<file path="src/hdl/mfpc_pkg.sv">
// Shared types and constants for the motion flow pixel compose block.
// No dependencies; every other file refers to this package by scoped names.
package mfpc_pkg;

    localparam int PIX_W        = 16;   // sample and pixel field width on the ports
    localparam int MASK_W       = 8;    // occlusion mask width
    localparam int WT_W         = 9;    // weight width, holds 0..256
    localparam int FRAC_BITS    = 8;    // weights are out of 256
    localparam int WEIGHT_ONE   = 256;
    localparam int ROUND_BIAS   = 256;
    localparam int NUM_STAGES   = 8;    // pipeline depth, last stage is the output register

    localparam int CFG_IDX_W    = 1;
    localparam int CFG_DATA_W   = 9;

    localparam logic [CFG_IDX_W-1:0] CFG_BLEND_TIME = 1'd0;
    localparam logic [CFG_IDX_W-1:0] CFG_EXTRA_MODE = 1'd1;

    localparam logic [WT_W-1:0] BLEND_TIME_RST = 9'd128;
    localparam logic            EXTRA_MODE_RST = 1'b0;

    typedef struct packed {
        logic [PIX_W-1:0]  fwd_sample;
        logic [PIX_W-1:0]  bwd_sample;
        logic [PIX_W-1:0]  cross_x_sample;
        logic [PIX_W-1:0]  cross_y_sample;
        logic [MASK_W-1:0] fwd_mask;
        logic [MASK_W-1:0] bwd_mask;
        logic              row_end;
    } t_pix_in;

    typedef struct packed {
        logic [PIX_W-1:0] pixel_out;
        logic             row_end_out;
    } t_pix_out;

    typedef struct packed {
        logic [WT_W-1:0] blend_time;  // already limited to 0..256
        logic            extra_mode;
    } t_mfpc_cfg;

endpackage

</file>
<file path="src/hdl/mfpc_in_if.sv">
// Valid/ready channel carrying one input pixel item.
// Depends on mfpc_pkg for the payload type.
interface mfpc_in_if;
    logic               valid;
    logic               ready;
    mfpc_pkg::t_pix_in  item;

    modport source (output valid, output item, input ready);
    modport sink   (input valid, input item, output ready);
endinterface

</file>
<file path="src/hdl/mfpc_out_if.sv">
// Valid/ready channel carrying one composed output pixel.
// Depends on mfpc_pkg for the payload type.
interface mfpc_out_if;
    logic               valid;
    logic               ready;
    mfpc_pkg::t_pix_out item;

    modport source (output valid, output item, input ready);
    modport sink   (input valid, input item, output ready);
endinterface

</file>
<file path="src/hdl/mfpc_core.sv">
// Eight-stage arithmetic datapath of the pixel compose block.
// Depends on mfpc_pkg; stage load enables come from the top level.
module mfpc_core #(
    parameter int SAMPLE_BITS = 16
) (
    input  logic                               i_clk,
    input  logic [mfpc_pkg::NUM_STAGES-1:0]    i_en,
    input  mfpc_pkg::t_mfpc_cfg                i_cfg,
    input  mfpc_pkg::t_pix_in                  i_item,
    output mfpc_pkg::t_pix_out                 o_item
);
    localparam int SW = SAMPLE_BITS;
    localparam int PW = SW + 8;     // sample times weight
    localparam int QW = SW + 16;    // mask times weighted sum
    localparam int HW = SW + 9;     // rounded QW
    localparam int UW = SW + 1;     // partial pixel, 1..2^SW
    localparam int WW = UW + mfpc_pkg::WT_W;
    localparam int FB = mfpc_pkg::FRAC_BITS;
    localparam int MW = mfpc_pkg::MASK_W;
    localparam int TW = mfpc_pkg::WT_W;

    // stage 1: clamp and complement weights
    logic [SW-1:0] w_a, w_c, w_x, w_y, w_lo, w_hi, w_ck, w_ce;
    logic [SW-1:0] r1_a, r1_c, r1_xs, r1_ys;
    logic [MW-1:0] r1_fm, r1_bm;
    logic [TW-1:0] r1_fc, r1_bc;
    logic          r1_row;

    assign w_a  = i_item.fwd_sample[SW-1:0];
    assign w_c  = i_item.bwd_sample[SW-1:0];
    assign w_x  = i_item.cross_x_sample[SW-1:0];
    assign w_y  = i_item.cross_y_sample[SW-1:0];
    assign w_lo = (w_c < w_a) ? w_c : w_a;
    assign w_hi = (w_a < w_c) ? w_c : w_a;
    assign w_ck = (w_y > w_hi) ? w_hi : ((w_y < w_lo) ? w_lo : w_y);
    assign w_ce = (w_x > w_hi) ? w_hi : ((w_x < w_lo) ? w_lo : w_x);

    always_ff @(posedge i_clk) begin
        if (i_en[0]) begin
            r1_a   <= w_a;
            r1_c   <= w_c;
            // cross samples: clamped in extra mode, raw in nested mode
            r1_xs  <= i_cfg.extra_mode ? w_ce : w_x;
            r1_ys  <= i_cfg.extra_mode ? w_ck : w_y;
            r1_fm  <= i_item.fwd_mask;
            r1_bm  <= i_item.bwd_mask;
            r1_fc  <= TW'(mfpc_pkg::WEIGHT_ONE) - {1'b0, i_item.fwd_mask};
            r1_bc  <= TW'(mfpc_pkg::WEIGHT_ONE) - {1'b0, i_item.bwd_mask};
            r1_row <= i_item.row_end;
        end
    end

    // stage 2: four sample-by-weight products
    logic [PW-1:0] r2_af, r2_cb, r2_bx, r2_fy;
    logic [MW-1:0] r2_fm, r2_bm;
    logic          r2_row;

    always_ff @(posedge i_clk) begin
        if (i_en[1]) begin
            r2_af  <= PW'(r1_a) * PW'(r1_fc);
            r2_cb  <= PW'(r1_c) * PW'(r1_bc);
            r2_bx  <= PW'(r1_bm) * PW'(r1_xs);
            r2_fy  <= PW'(r1_fm) * PW'(r1_ys);
            r2_fm  <= r1_fm;
            r2_bm  <= r1_bm;
            r2_row <= r1_row;
        end
    end

    // stage 3: weighted sums
    logic [PW-1:0] r3_sa, r3_sb, r3_af, r3_cb;
    logic [MW-1:0] r3_fm, r3_bm;
    logic          r3_row;

    always_ff @(posedge i_clk) begin
        if (i_en[2]) begin
            r3_sa  <= r2_cb + r2_bx;
            r3_sb  <= r2_af + r2_fy;
            r3_af  <= r2_af;
            r3_cb  <= r2_cb;
            r3_fm  <= r2_fm;
            r3_bm  <= r2_bm;
            r3_row <= r2_row;
        end
    end

    // stage 4: nested products, and the rounded extra-mode partials
    logic [PW:0]   w_hsa, w_hsb;
    logic [QW-1:0] r4_pu, r4_pv;
    logic [UW-1:0] r4_eu, r4_ev;
    logic [PW-1:0] r4_af, r4_cb;
    logic          r4_row;

    assign w_hsa = {1'b0, r3_sa} + (PW+1)'(mfpc_pkg::ROUND_BIAS);
    assign w_hsb = {1'b0, r3_sb} + (PW+1)'(mfpc_pkg::ROUND_BIAS);

    always_ff @(posedge i_clk) begin
        if (i_en[3]) begin
            r4_pu  <= QW'(r3_fm) * QW'(r3_sa);
            r4_pv  <= QW'(r3_bm) * QW'(r3_sb);
            r4_eu  <= w_hsb[PW:FB];
            r4_ev  <= w_hsa[PW:FB];
            r4_af  <= r3_af;
            r4_cb  <= r3_cb;
            r4_row <= r3_row;
        end
    end

    // stage 5: round the nested products
    logic [QW:0]   w_hpu, w_hpv;
    logic [HW-1:0] r5_hu, r5_hv;
    logic [UW-1:0] r5_eu, r5_ev;
    logic [PW-1:0] r5_af, r5_cb;
    logic          r5_row;

    assign w_hpu = {1'b0, r4_pu} + (QW+1)'(mfpc_pkg::ROUND_BIAS);
    assign w_hpv = {1'b0, r4_pv} + (QW+1)'(mfpc_pkg::ROUND_BIAS);

    always_ff @(posedge i_clk) begin
        if (i_en[4]) begin
            r5_hu  <= w_hpu[QW:FB];
            r5_hv  <= w_hpv[QW:FB];
            r5_eu  <= r4_eu;
            r5_ev  <= r4_ev;
            r5_af  <= r4_af;
            r5_cb  <= r4_cb;
            r5_row <= r4_row;
        end
    end

    // stage 6: outer rounding, select partial pixels by mode
    logic [HW:0]   w_su, w_sv;
    logic [UW-1:0] r6_u, r6_v;
    logic          r6_row;

    assign w_su = (HW+1)'(r5_af) + (HW+1)'(r5_hu) + (HW+1)'(mfpc_pkg::ROUND_BIAS);
    assign w_sv = (HW+1)'(r5_cb) + (HW+1)'(r5_hv) + (HW+1)'(mfpc_pkg::ROUND_BIAS);

    always_ff @(posedge i_clk) begin
        if (i_en[5]) begin
            r6_u   <= i_cfg.extra_mode ? r5_eu : w_su[UW+FB-1:FB];
            r6_v   <= i_cfg.extra_mode ? r5_ev : w_sv[UW+FB-1:FB];
            r6_row <= r5_row;
        end
    end

    // stage 7: temporal weighting
    logic [TW-1:0] w_tc;
    logic [WW-1:0] r7_wu, r7_wv;
    logic          r7_row;

    assign w_tc = TW'(mfpc_pkg::WEIGHT_ONE) - i_cfg.blend_time;

    always_ff @(posedge i_clk) begin
        if (i_en[6]) begin
            r7_wu  <= WW'(r6_u) * WW'(w_tc);
            r7_wv  <= WW'(r6_v) * WW'(i_cfg.blend_time);
            r7_row <= r6_row;
        end
    end

    // stage 8: final mix into the output register
    logic [WW-1:0] w_mix;
    logic [UW-1:0] w_pix;
    logic [SW-1:0] r8_pix;
    logic          r8_row;

    assign w_mix = r7_wu + r7_wv;
    assign w_pix = w_mix[UW+FB-1:FB] - UW'(1);

    always_ff @(posedge i_clk) begin
        if (i_en[7]) begin
            r8_pix <= w_pix[SW-1:0];
            r8_row <= r7_row;
        end
    end

    assign o_item.pixel_out   = mfpc_pkg::PIX_W'(r8_pix);
    assign o_item.row_end_out = r8_row;

endmodule

</file>
<file path="src/hdl/motion_flow_pixel_compose_top.sv">
// Top level of the motion flow pixel compose block: config registers and pipeline control.
// Depends on mfpc_pkg, mfpc_in_if, mfpc_out_if and mfpc_core.
//
//   channel   dir  handshake     payload
//   i_pix     in   valid/ready   A, C, X, Y samples, F and B masks, row end
//   o_pix     out  valid/ready   composed pixel, row end
//   i_cfg_*   in   write enable  register index, data (blend_time, extra_mode)
//
// One pixel per clock while o_pix.ready stays high; o_pix.valid rises once the input
// transfer has passed through all eight register stages of the datapath.
// Reset is synchronous and active low; it empties the pipeline and restores config.
// Each stage holds while full and the one after it holds; bubbles close up under stall.
module motion_flow_pixel_compose_top #(
    parameter int SAMPLE_BITS = 16
) (
    input  logic                                  i_clk,
    input  logic                                  i_rst_n,
    mfpc_in_if.sink                               i_pix,
    mfpc_out_if.source                            o_pix,
    input  logic                                  i_cfg_we,
    input  logic [mfpc_pkg::CFG_IDX_W-1:0]        i_cfg_idx,
    input  logic [mfpc_pkg::CFG_DATA_W-1:0]       i_cfg_data
);
    localparam int N  = mfpc_pkg::NUM_STAGES;
    localparam int TW = mfpc_pkg::WT_W;

    logic [TW-1:0] r_blend_time;
    logic          r_extra_mode;
    logic [N-1:0]  r_vld;
    logic [N:0]    w_rdy;
    mfpc_pkg::t_mfpc_cfg w_cfg;

    always_ff @(posedge i_clk) begin
        if (!i_rst_n) begin
            r_blend_time <= mfpc_pkg::BLEND_TIME_RST;
            r_extra_mode <= mfpc_pkg::EXTRA_MODE_RST;
        end else if (i_cfg_we) begin
            unique case (i_cfg_idx)
                mfpc_pkg::CFG_BLEND_TIME: r_blend_time <= i_cfg_data[TW-1:0];
                mfpc_pkg::CFG_EXTRA_MODE: r_extra_mode <= i_cfg_data[0];
                default: ;
            endcase
        end
    end

    // limit time to 256
    assign w_cfg.blend_time = (r_blend_time > TW'(mfpc_pkg::WEIGHT_ONE)) ?
                              TW'(mfpc_pkg::WEIGHT_ONE) : r_blend_time;
    assign w_cfg.extra_mode = r_extra_mode;

    // a stage loads when empty or when its content moves on
    always_comb begin
        w_rdy[N] = o_pix.ready;
        for (int k = N - 1; k >= 0; k--) begin
            w_rdy[k] = !r_vld[k] || w_rdy[k+1];
        end
    end

    always_ff @(posedge i_clk) begin
        if (!i_rst_n) begin
            r_vld <= '0;
        end else begin
            if (w_rdy[0]) begin
                r_vld[0] <= i_pix.valid;
            end
            for (int k = 1; k < N; k++) begin
                if (w_rdy[k]) begin
                    r_vld[k] <= r_vld[k-1];
                end
            end
        end
    end

    assign i_pix.ready = w_rdy[0];
    assign o_pix.valid = r_vld[N-1];

    mfpc_core #(
        .SAMPLE_BITS (SAMPLE_BITS)
    ) u_core (
        .i_clk  (i_clk),
        .i_en   (w_rdy[N-1:0]),
        .i_cfg  (w_cfg),
        .i_item (i_pix.item),
        .o_item (o_pix.item)
    );

endmodule
</file>
<file path="src/flat_wrapper.sv">
// flat-port wrapper written by rule: the top's interface ports become plain ports
module motion_flow_pixel_compose_top_flat 
#(
    parameter int SAMPLE_BITS = 16
)
  (i_clk, i_rst_n, i_cfg_we, i_cfg_idx, i_cfg_data, i_pix_valid, i_pix_item, i_pix_ready, o_pix_valid, o_pix_item, o_pix_ready);
  mfpc_in_if i_pix_i ();
  mfpc_out_if o_pix_i ();
  input  logic i_clk;
  input  logic i_rst_n;
  input  logic i_cfg_we;
  input  logic [mfpc_pkg::CFG_IDX_W-1:0] i_cfg_idx;
  input  logic [mfpc_pkg::CFG_DATA_W-1:0] i_cfg_data;
  input wire logic [$bits(i_pix_i.valid)-1:0] i_pix_valid;
  input wire logic [$bits(i_pix_i.item)-1:0] i_pix_item;
  output wire logic [$bits(i_pix_i.ready)-1:0] i_pix_ready;
  output wire logic [$bits(o_pix_i.valid)-1:0] o_pix_valid;
  output wire logic [$bits(o_pix_i.item)-1:0] o_pix_item;
  input wire logic [$bits(o_pix_i.ready)-1:0] o_pix_ready;
  assign i_pix_i.valid = i_pix_valid;
  assign i_pix_i.item = i_pix_item;
  assign i_pix_ready = i_pix_i.ready;
  assign o_pix_valid = o_pix_i.valid;
  assign o_pix_item = o_pix_i.item;
  assign o_pix_i.ready = o_pix_ready;
  motion_flow_pixel_compose_top #(.SAMPLE_BITS(SAMPLE_BITS)) u_core (.i_clk(i_clk), .i_rst_n(i_rst_n), .i_pix(i_pix_i), .o_pix(o_pix_i), .i_cfg_we(i_cfg_we), .i_cfg_idx(i_cfg_idx), .i_cfg_data(i_cfg_data));
endmodule
</file>
<file path="config.mk">
export PLATFORM = sky130hd
export DESIGN_NAME = motion_flow_pixel_compose_top_flat
export DESIGN_NICKNAME = d
export VERILOG_FILES = /design/src/hdl/mfpc_pkg.sv /design/src/hdl/mfpc_in_if.sv /design/src/hdl/mfpc_out_if.sv /design/src/hdl/mfpc_core.sv /design/src/hdl/motion_flow_pixel_compose_top.sv /design/src/flat_wrapper.sv
export SDC_FILE = /design/constraint.sdc
export NUM_CORES = 2
export LEC_CHECK = 0
export BUFFER_PORTS_ARGS = -buffer_cell sky130_fd_sc_hd__buf_2
export CORE_MARGIN = 1.5
export CORE_UTILIZATION = 38
export DETAILED_ROUTE_END_ITERATION = 7
export PLACE_DENSITY = 0.63
export SLEW_MARGIN = 20
export SYNTH_ARGS = -nofsm -noshare
export SYNTH_HDL_FRONTEND = slang
export SYNTH_SLANG_ARGS = --single-unit
</file>
<file path="constraint.sdc">
create_clock -name i_clk -period 5.9 [get_ports i_clk]
set_input_delay 1.475 -clock i_clk [delete_from_list [all_inputs] [get_ports i_clk]]
set_output_delay 1.475 -clock i_clk [all_outputs]
set_load 0.05 [all_outputs]
</file>
* After elaboration in Yosys (flattened, before gate mapping)
Index checks and enable logic that the tools add are counted.
** Storage, ports and cells
- Register bits :: 724
- Input port bits :: 96
** Cells by class
- Multiplexer cells :: 11
- Bitwise gates (word level) :: 1
- Order comparisons :: 7
- Add/sub/neg operators :: 15
- Multipliers :: 8
- Reduce and logical (&&, ||, !) cells :: 18
** Operators with widths (count)
- two-way mux 16 bit :: 8
- adder 24 bit :: 3
- adder 32 x 9 -> 33 bit, second input constant :: 2
- < comparator 16 bit :: 4
- multiplier 8 x 24 -> 32 bit :: 2
- adder 24 x 25 -> 25 bit :: 2
- adder 24 x 9 -> 25 bit, second input constant :: 2
- adder 25 x 9 -> 25 bit, second input constant :: 2
- multiplier 16 x 9 -> 24 bit :: 2
- multiplier 17 x 9 -> 24 bit :: 2
- multiplier 8 x 16 -> 24 bit :: 2
- two-way mux 17 bit :: 2
- > comparator 16 bit :: 2
- subtractor 9 x 8 -> 9 bit, first input constant :: 2
- subtractor 16 x 1 -> 16 bit, second input constant :: 1
- > comparator 9 bit, second input constant :: 1
- two-way mux 9 bit :: 1
- subtractor 9 bit, first input constant :: 1
- zero test 1 bit :: 8
- logical OR 1 bit :: 8
- AND reduction 2 bit :: 2
- inverter 1 bit :: 1

* Depth between registers and ports, before layout
- Depth after elaboration :: 9
- Depth in mapped cells :: 28
- Mapped depth without buffers :: 26

* Cells and area by module
Synthesis repeated with hierarchy kept, for this count alone.
** Unflattened totals
- Cells, all modules :: 6311
- Area total of the unflattened synthesis :: 66916.7 um^2
** By module, submodules not included
- mfpc_core :: area each 66152.2 um^2, sequential area each 20659.8 um^2, times used 1, cells an instance 6220
- motion_flow_pixel_compose_top :: area each 764.5 um^2, sequential area each 360.3 um^2, times used 1, cells an instance 91

* Worst setup path after synthesis
OpenSTA, ideal clock, no wires.
- Path type :: register to register
- Start point :: reg u_core.r_blend_time[8]
- End point :: reg u_core.u_core.r7_wu[22] (data pin)
- Stages on the path, launching flop included :: 27
- Path slack :: -0.629 ns
- Data required time :: 5.643 ns
- Arrival time :: 6.272 ns
- Period minus slack after synthesis :: 6.529 ns
- Cells stage by stage :: dfxtp_1 > nor2b_1 > clkbuf_1 > buf_1 > inv_1 > ha_1 > xnor2_1 > clkbuf_1 > nand2_1 > fa_1 > inv_1 > fa_1 > inv_1 > fa_1 > fa_1 > inv_1 > ha_1 > o21ai_0 > a21boi_0 > o21ai_0 > a21oi_1 > o21a_1 > o31a_1 > o41a_1 > a41o_1 > o21a_1 > xor2_1
** On the way
- Longest elaborated chain between the ends :: 4
** Ends and longest elaborated chain
- start, declared :: line motion_flow_pixel_compose_top.sv:27 : logic [TW-1:0] r_blend_time;
- start signal, assigned :: line motion_flow_pixel_compose_top.sv:35 : r_blend_time <= mfpc_pkg::BLEND_TIME_RST;
- start signal, assigned :: line motion_flow_pixel_compose_top.sv:39 : mfpc_pkg::CFG_BLEND_TIME: r_blend_time <= i_cfg_data[TW-1:0];
- > comparator 9 bit :: line motion_flow_pixel_compose_top.sv:47 : assign w_cfg.blend_time = (r_blend_time > TW'(mfpc_pkg::WEIGHT_ONE)) ?
- two-way mux 9 bit (*) :: line motion_flow_pixel_compose_top.sv:47
- subtractor 9 bit (*) :: line mfpc_core.sv:152 : assign w_tc = TW'(mfpc_pkg::WEIGHT_ONE) - i_cfg.blend_time;
- multiplier 17 x 9 -> 24 bit (*) :: line mfpc_core.sv:156 : r7_wu <= WW'(r6_u) * WW'(w_tc);
- end signal, assigned :: line mfpc_core.sv:156
- end, declared :: line mfpc_core.sv:149 : logic [WW-1:0] r7_wu, r7_wv;
Mark *: on every way between the ends. The rest lies on a longest branch, timed or not.
A chain may end at the register's enable or synchronous reset.

* Worst setup path in the final report
Ends and elaborated chain as after synthesis.

==> run_results.csv <==
group,metric,value,unit
outcome,status,"finished with violations",
outcome,violations,"DRC",
synthesis,yosys_warnings,0,
critical_path,cp_slowest_cell,"fa_1",
floorplanning,io_pins,115,
floorplanning,core,0.176,mm2
placement,gp_congestion,0.956,
clocking,clk_latency,0.70,ns
synthesis,synth-async-reset-ratio,0,%
synthesis,avgSynthCellArea,10.4,um2
placement,pre_cts_ws,-0.200,ns
critical_path,arrival,6.27,ns
clocking,tritoncts,"built",
timing,period_share,98.7,%
detailed_routing,wire_per_inst,17.8,um
layout,register_area,0.0210,mm2
detailed_routing,detail_route.iter0.violations,2468,
synthesis,synthCells,6466,
detailed_routing,wl,162000,um
layout,areaGrowthSynthToFinish,11.5,%
timing,worstMarginPinSlew,0.940,ns
synthesis,synth_top_area_share,30.6,%
synthesis,ys_seq_area_share,31.1,%
floorplanning,die_w,425,um
clocking,cts.sinks,706,
detailed_routing,viasPerCell,5.01,
layout,final_nets,8245,
placement,port_buffers,114,
timing,tns,0,ns
critical_path,startpoint_type,"register",
synthesis,yosys.cell_types.count,87,
grt,overflow,0,
synthesis,synth_top_area_cell,"edfxtp_1",
grt,grt_usage,18.2,%
detailed_routing,postRouteAntennaNets,0,
detailed_routing,drcViolationCount,3,
synthesis,synth_top_cells_by_area,"edfxtp_1, fa_1, ha_1, inv_1, nand2_1",
critical_path,criticalPathCategory,"reg -> reg",
floorplanning,row_count,154,
synthesis,synth_flop_cell,"edfxtp_1",
critical_path,crit_family,"adder cells",
critical_path,critPathBufInv,7,
critical_path,crit_top_cell,"fa_1",
grt,grt_pass1_vias,48000,
layout,drive_gt1_share,8.75,%
floorplanning,die_h,425,um
critical_path,crit_fanout,6,
grt,grt_start_max_net_pins,79,
timing,fin_ws,0.0785,ns
timing,rsz0062_at_grt,"yes",
synthesis,synth_edf_count,688,
clocking,cts-buffers-inserted,80,
clocking,cts_max_level,3,
floorplanning,dieArea,0.180,mm2
flow_run,cap_violations,0,
timing,relSlewSlack,37.3,%
detailed_routing,vias,45700,
synthesis,syn_nets,7994,
clocking,cts-root-buf,"clkbuf_16",
floorplanning,initial_core_util,38.3,%
timing,whs,0.414,ns
clocking,ctsHoldBuffers,0,
grt,grt_pass1_wl,259000,um
timing,final_max_slew_viol_count,0,
synthesis,syn_area,0.0675,mm2
timing,period_minus_slack,5.82,ns
grt,antenna_found_initial,4,
layout,multi_input_area,0.0422,mm2
critical_path,cp_slowest_stage_delay,0.56,ns
synthesis,ys_seq_elements,706,
clocking,path_clk_slew,0.06,ns
timing,setup_viol,0,
min_path,hold_path.class,"reg -> reg",
layout,fillCellCount,16600,
timing,clock_skew,0.0329,ns
placement,dp_hpwl,134000,um
clocking,cts_buffer_depth,3,
timing,fmax,172,MHz
detailed_routing,drt_pass1_iterations,7,
critical_path,critPathCaptureType,"register",
critical_path,crit_required,6.34,ns
timing,finalHoldViolCount,0,
timing repair:
item,4_1_cts,5_1_grt
setup buffers,2,9
gates resized for setup,5,61
endpoints found under the setup margin,2,20
pin swaps,0,18
cells in the final DEF, fill, tap and decap left out, types with 151 or more instances in the layout:
| master | synthesis | routed |
|---|---|---|
| inv_1 | 1023 | 1015 |
| nor2_1 | 180 | 179 |
| nand2_1 | 935 | 930 |
| and2_1 | 522 | 522 |
| edfxtp_1 | 688 | 688 |
| fa_1 | 838 | 837 |
| buf_4 | 2 | 257 |
| xnor2_1 | 236 | 234 |
| a21oi_1 | 154 | 151 |
| ha_1 | 594 | 589 |
registers in the layout (all words and copies together), names as in the netlist, 17 cells and up:
| name | cells |
|---|---|
| u_core.u_core.r2_af | 24 |
| u_core.u_core.r5_hv | 25 |
| u_core.u_core.r2_fy | 24 |
| u_core.u_core.r4_af | 24 |
| u_core.u_core.r5_eu | 17 |
| u_core.u_core.r3_cb | 24 |
| u_core.u_core.r4_ev | 17 |
| u_core.u_core.r5_cb | 24 |
| u_core.u_core.r4_cb | 24 |
| u_core.u_core.r2_bx | 24 |
| u_core.u_core.r3_af | 24 |
| u_core.u_core.r5_hu | 25 |
| u_core.u_core.r4_eu | 17 |
| u_core.u_core.r3_sa | 24 |
| u_core.u_core.r6_v | 17 |
| u_core.u_core.r5_af | 24 |
| u_core.u_core.r4_pv | 24 |
| u_core.u_core.r4_pu | 24 |
| u_core.u_core.r7_wu | 24 |
| u_core.u_core.r6_u | 17 |
| u_core.u_core.r5_ev | 17 |
| u_core.u_core.r3_sb | 24 |
| u_core.u_core.r2_cb | 24 |
| u_core.u_core.r7_wv | 24 |
layout make-up:
cell class / instances / area share (%)
tap: 2340 / 3.89
clock inverter: 43 / 0.643
multi-input combinational: 4518 / 56.0
inverter: 1023 / 5.11
clock buffer: 103 / 2.77
antenna: 3 / 0.00997
sequential: 706 / 27.9
timing repair buffer: 388 / 3.67
worst register-to-register path, stage by stage, from the launching register on:
cell and delay, ns:
dfxtp_4 0.37, buf_6 0.13, nor2b_4 0.14, inv_2 0.06, ha_4 0.18, nand2_4 0.09
nor3_2 0.05, xnor2_1 0.13, buf_4 0.15, buf_4 0.13, buf_4 0.15, and2_1 0.17
fa_1 0.56, fa_1 0.44, fa_1 0.50, inv_1 0.05, fa_1 0.50, inv_2 0.05
ha_4 0.22, a21o_1 0.16, o21a_1 0.18, o31a_1 0.26, o41a_1 0.39, a41o_1 0.20
o21a_1 0.19, xor2_1 0.13
cell usage after synthesis (all sizes together), types with 19 or more instances:
cell type and number:
a21boi 28, a21o 75, a21oi 159, a31oi 31, and2 522, and3 43
buf 36, clkbuf 183, edfxtp 688, fa 838, ha 594, inv 1023
mux2i 19, nand2 935, nand2b 20, nand3 126, nand4 39, nor2 180
nor2b 68, nor3 66, o21a 50, o21ai 150, o31ai 19, or3 20
xnor2 236, xor2 95
final timing paths:
kind,startpoint,end,slack (ns),depth (start not counted)
setup / recovery,u_core.r_blend_time[8]$_SDFFE_PN0P_,u_core.u_core.r7_wu[22]$_DFFE_PP_,0.08,25
hold / removal,u_core.u_core.r7_row$_DFFE_PP_,u_core.u_core.r8_row$_DFFE_PP_,0.41,0
setup reg to reg,u_core.r_blend_time[8]$_SDFFE_PN0P_,u_core.u_core.r7_wu[22]$_DFFE_PP_,0.08,25
hold reg to reg,u_core.u_core.r7_row$_DFFE_PP_,u_core.u_core.r8_row$_DFFE_PP_,0.41,0
cell families after synthesis:
kind of cell / Yosys count / share of synthesized area [%]
adder cells (fa/ha/maj): 1432 / 35.8
XOR/XNOR: 331 / 4.29
AND/OR/NAND/NOR: 2072 / 14.9
multiplexers: 25 / 0.387
AO/OA/AOI/OAI: 658 / 6.57
buffers and inverters: 1242 / 6.93
flip-flops: 706 / 31.1
metal layers:
metal | routed length (um) | part of all wire (%) | GRT usage, %
met1 | 68500 | 42 | 22.8
met2 | 80800 | 50 | 32.1
met3 | 6650 | 4.1 | 2.01
met4 | 6330 | 3.9 | 6.85
met5 | 12 | 0.0074 | 0
through the flow:
step	instance area (um2)	utilization [%]	instances
global placement	72300	41.0	8964
finish	75300	42.7	9124
CTS	75000	42.5	9112
global route	75300	42.7	9124
floorplan	67600	-	6466
detailed placement	72300	41.0	8964
Power is left out: the tool's default activity adds up to more than one toggle a clock period on the data nets, which glitch-free logic cannot reach.
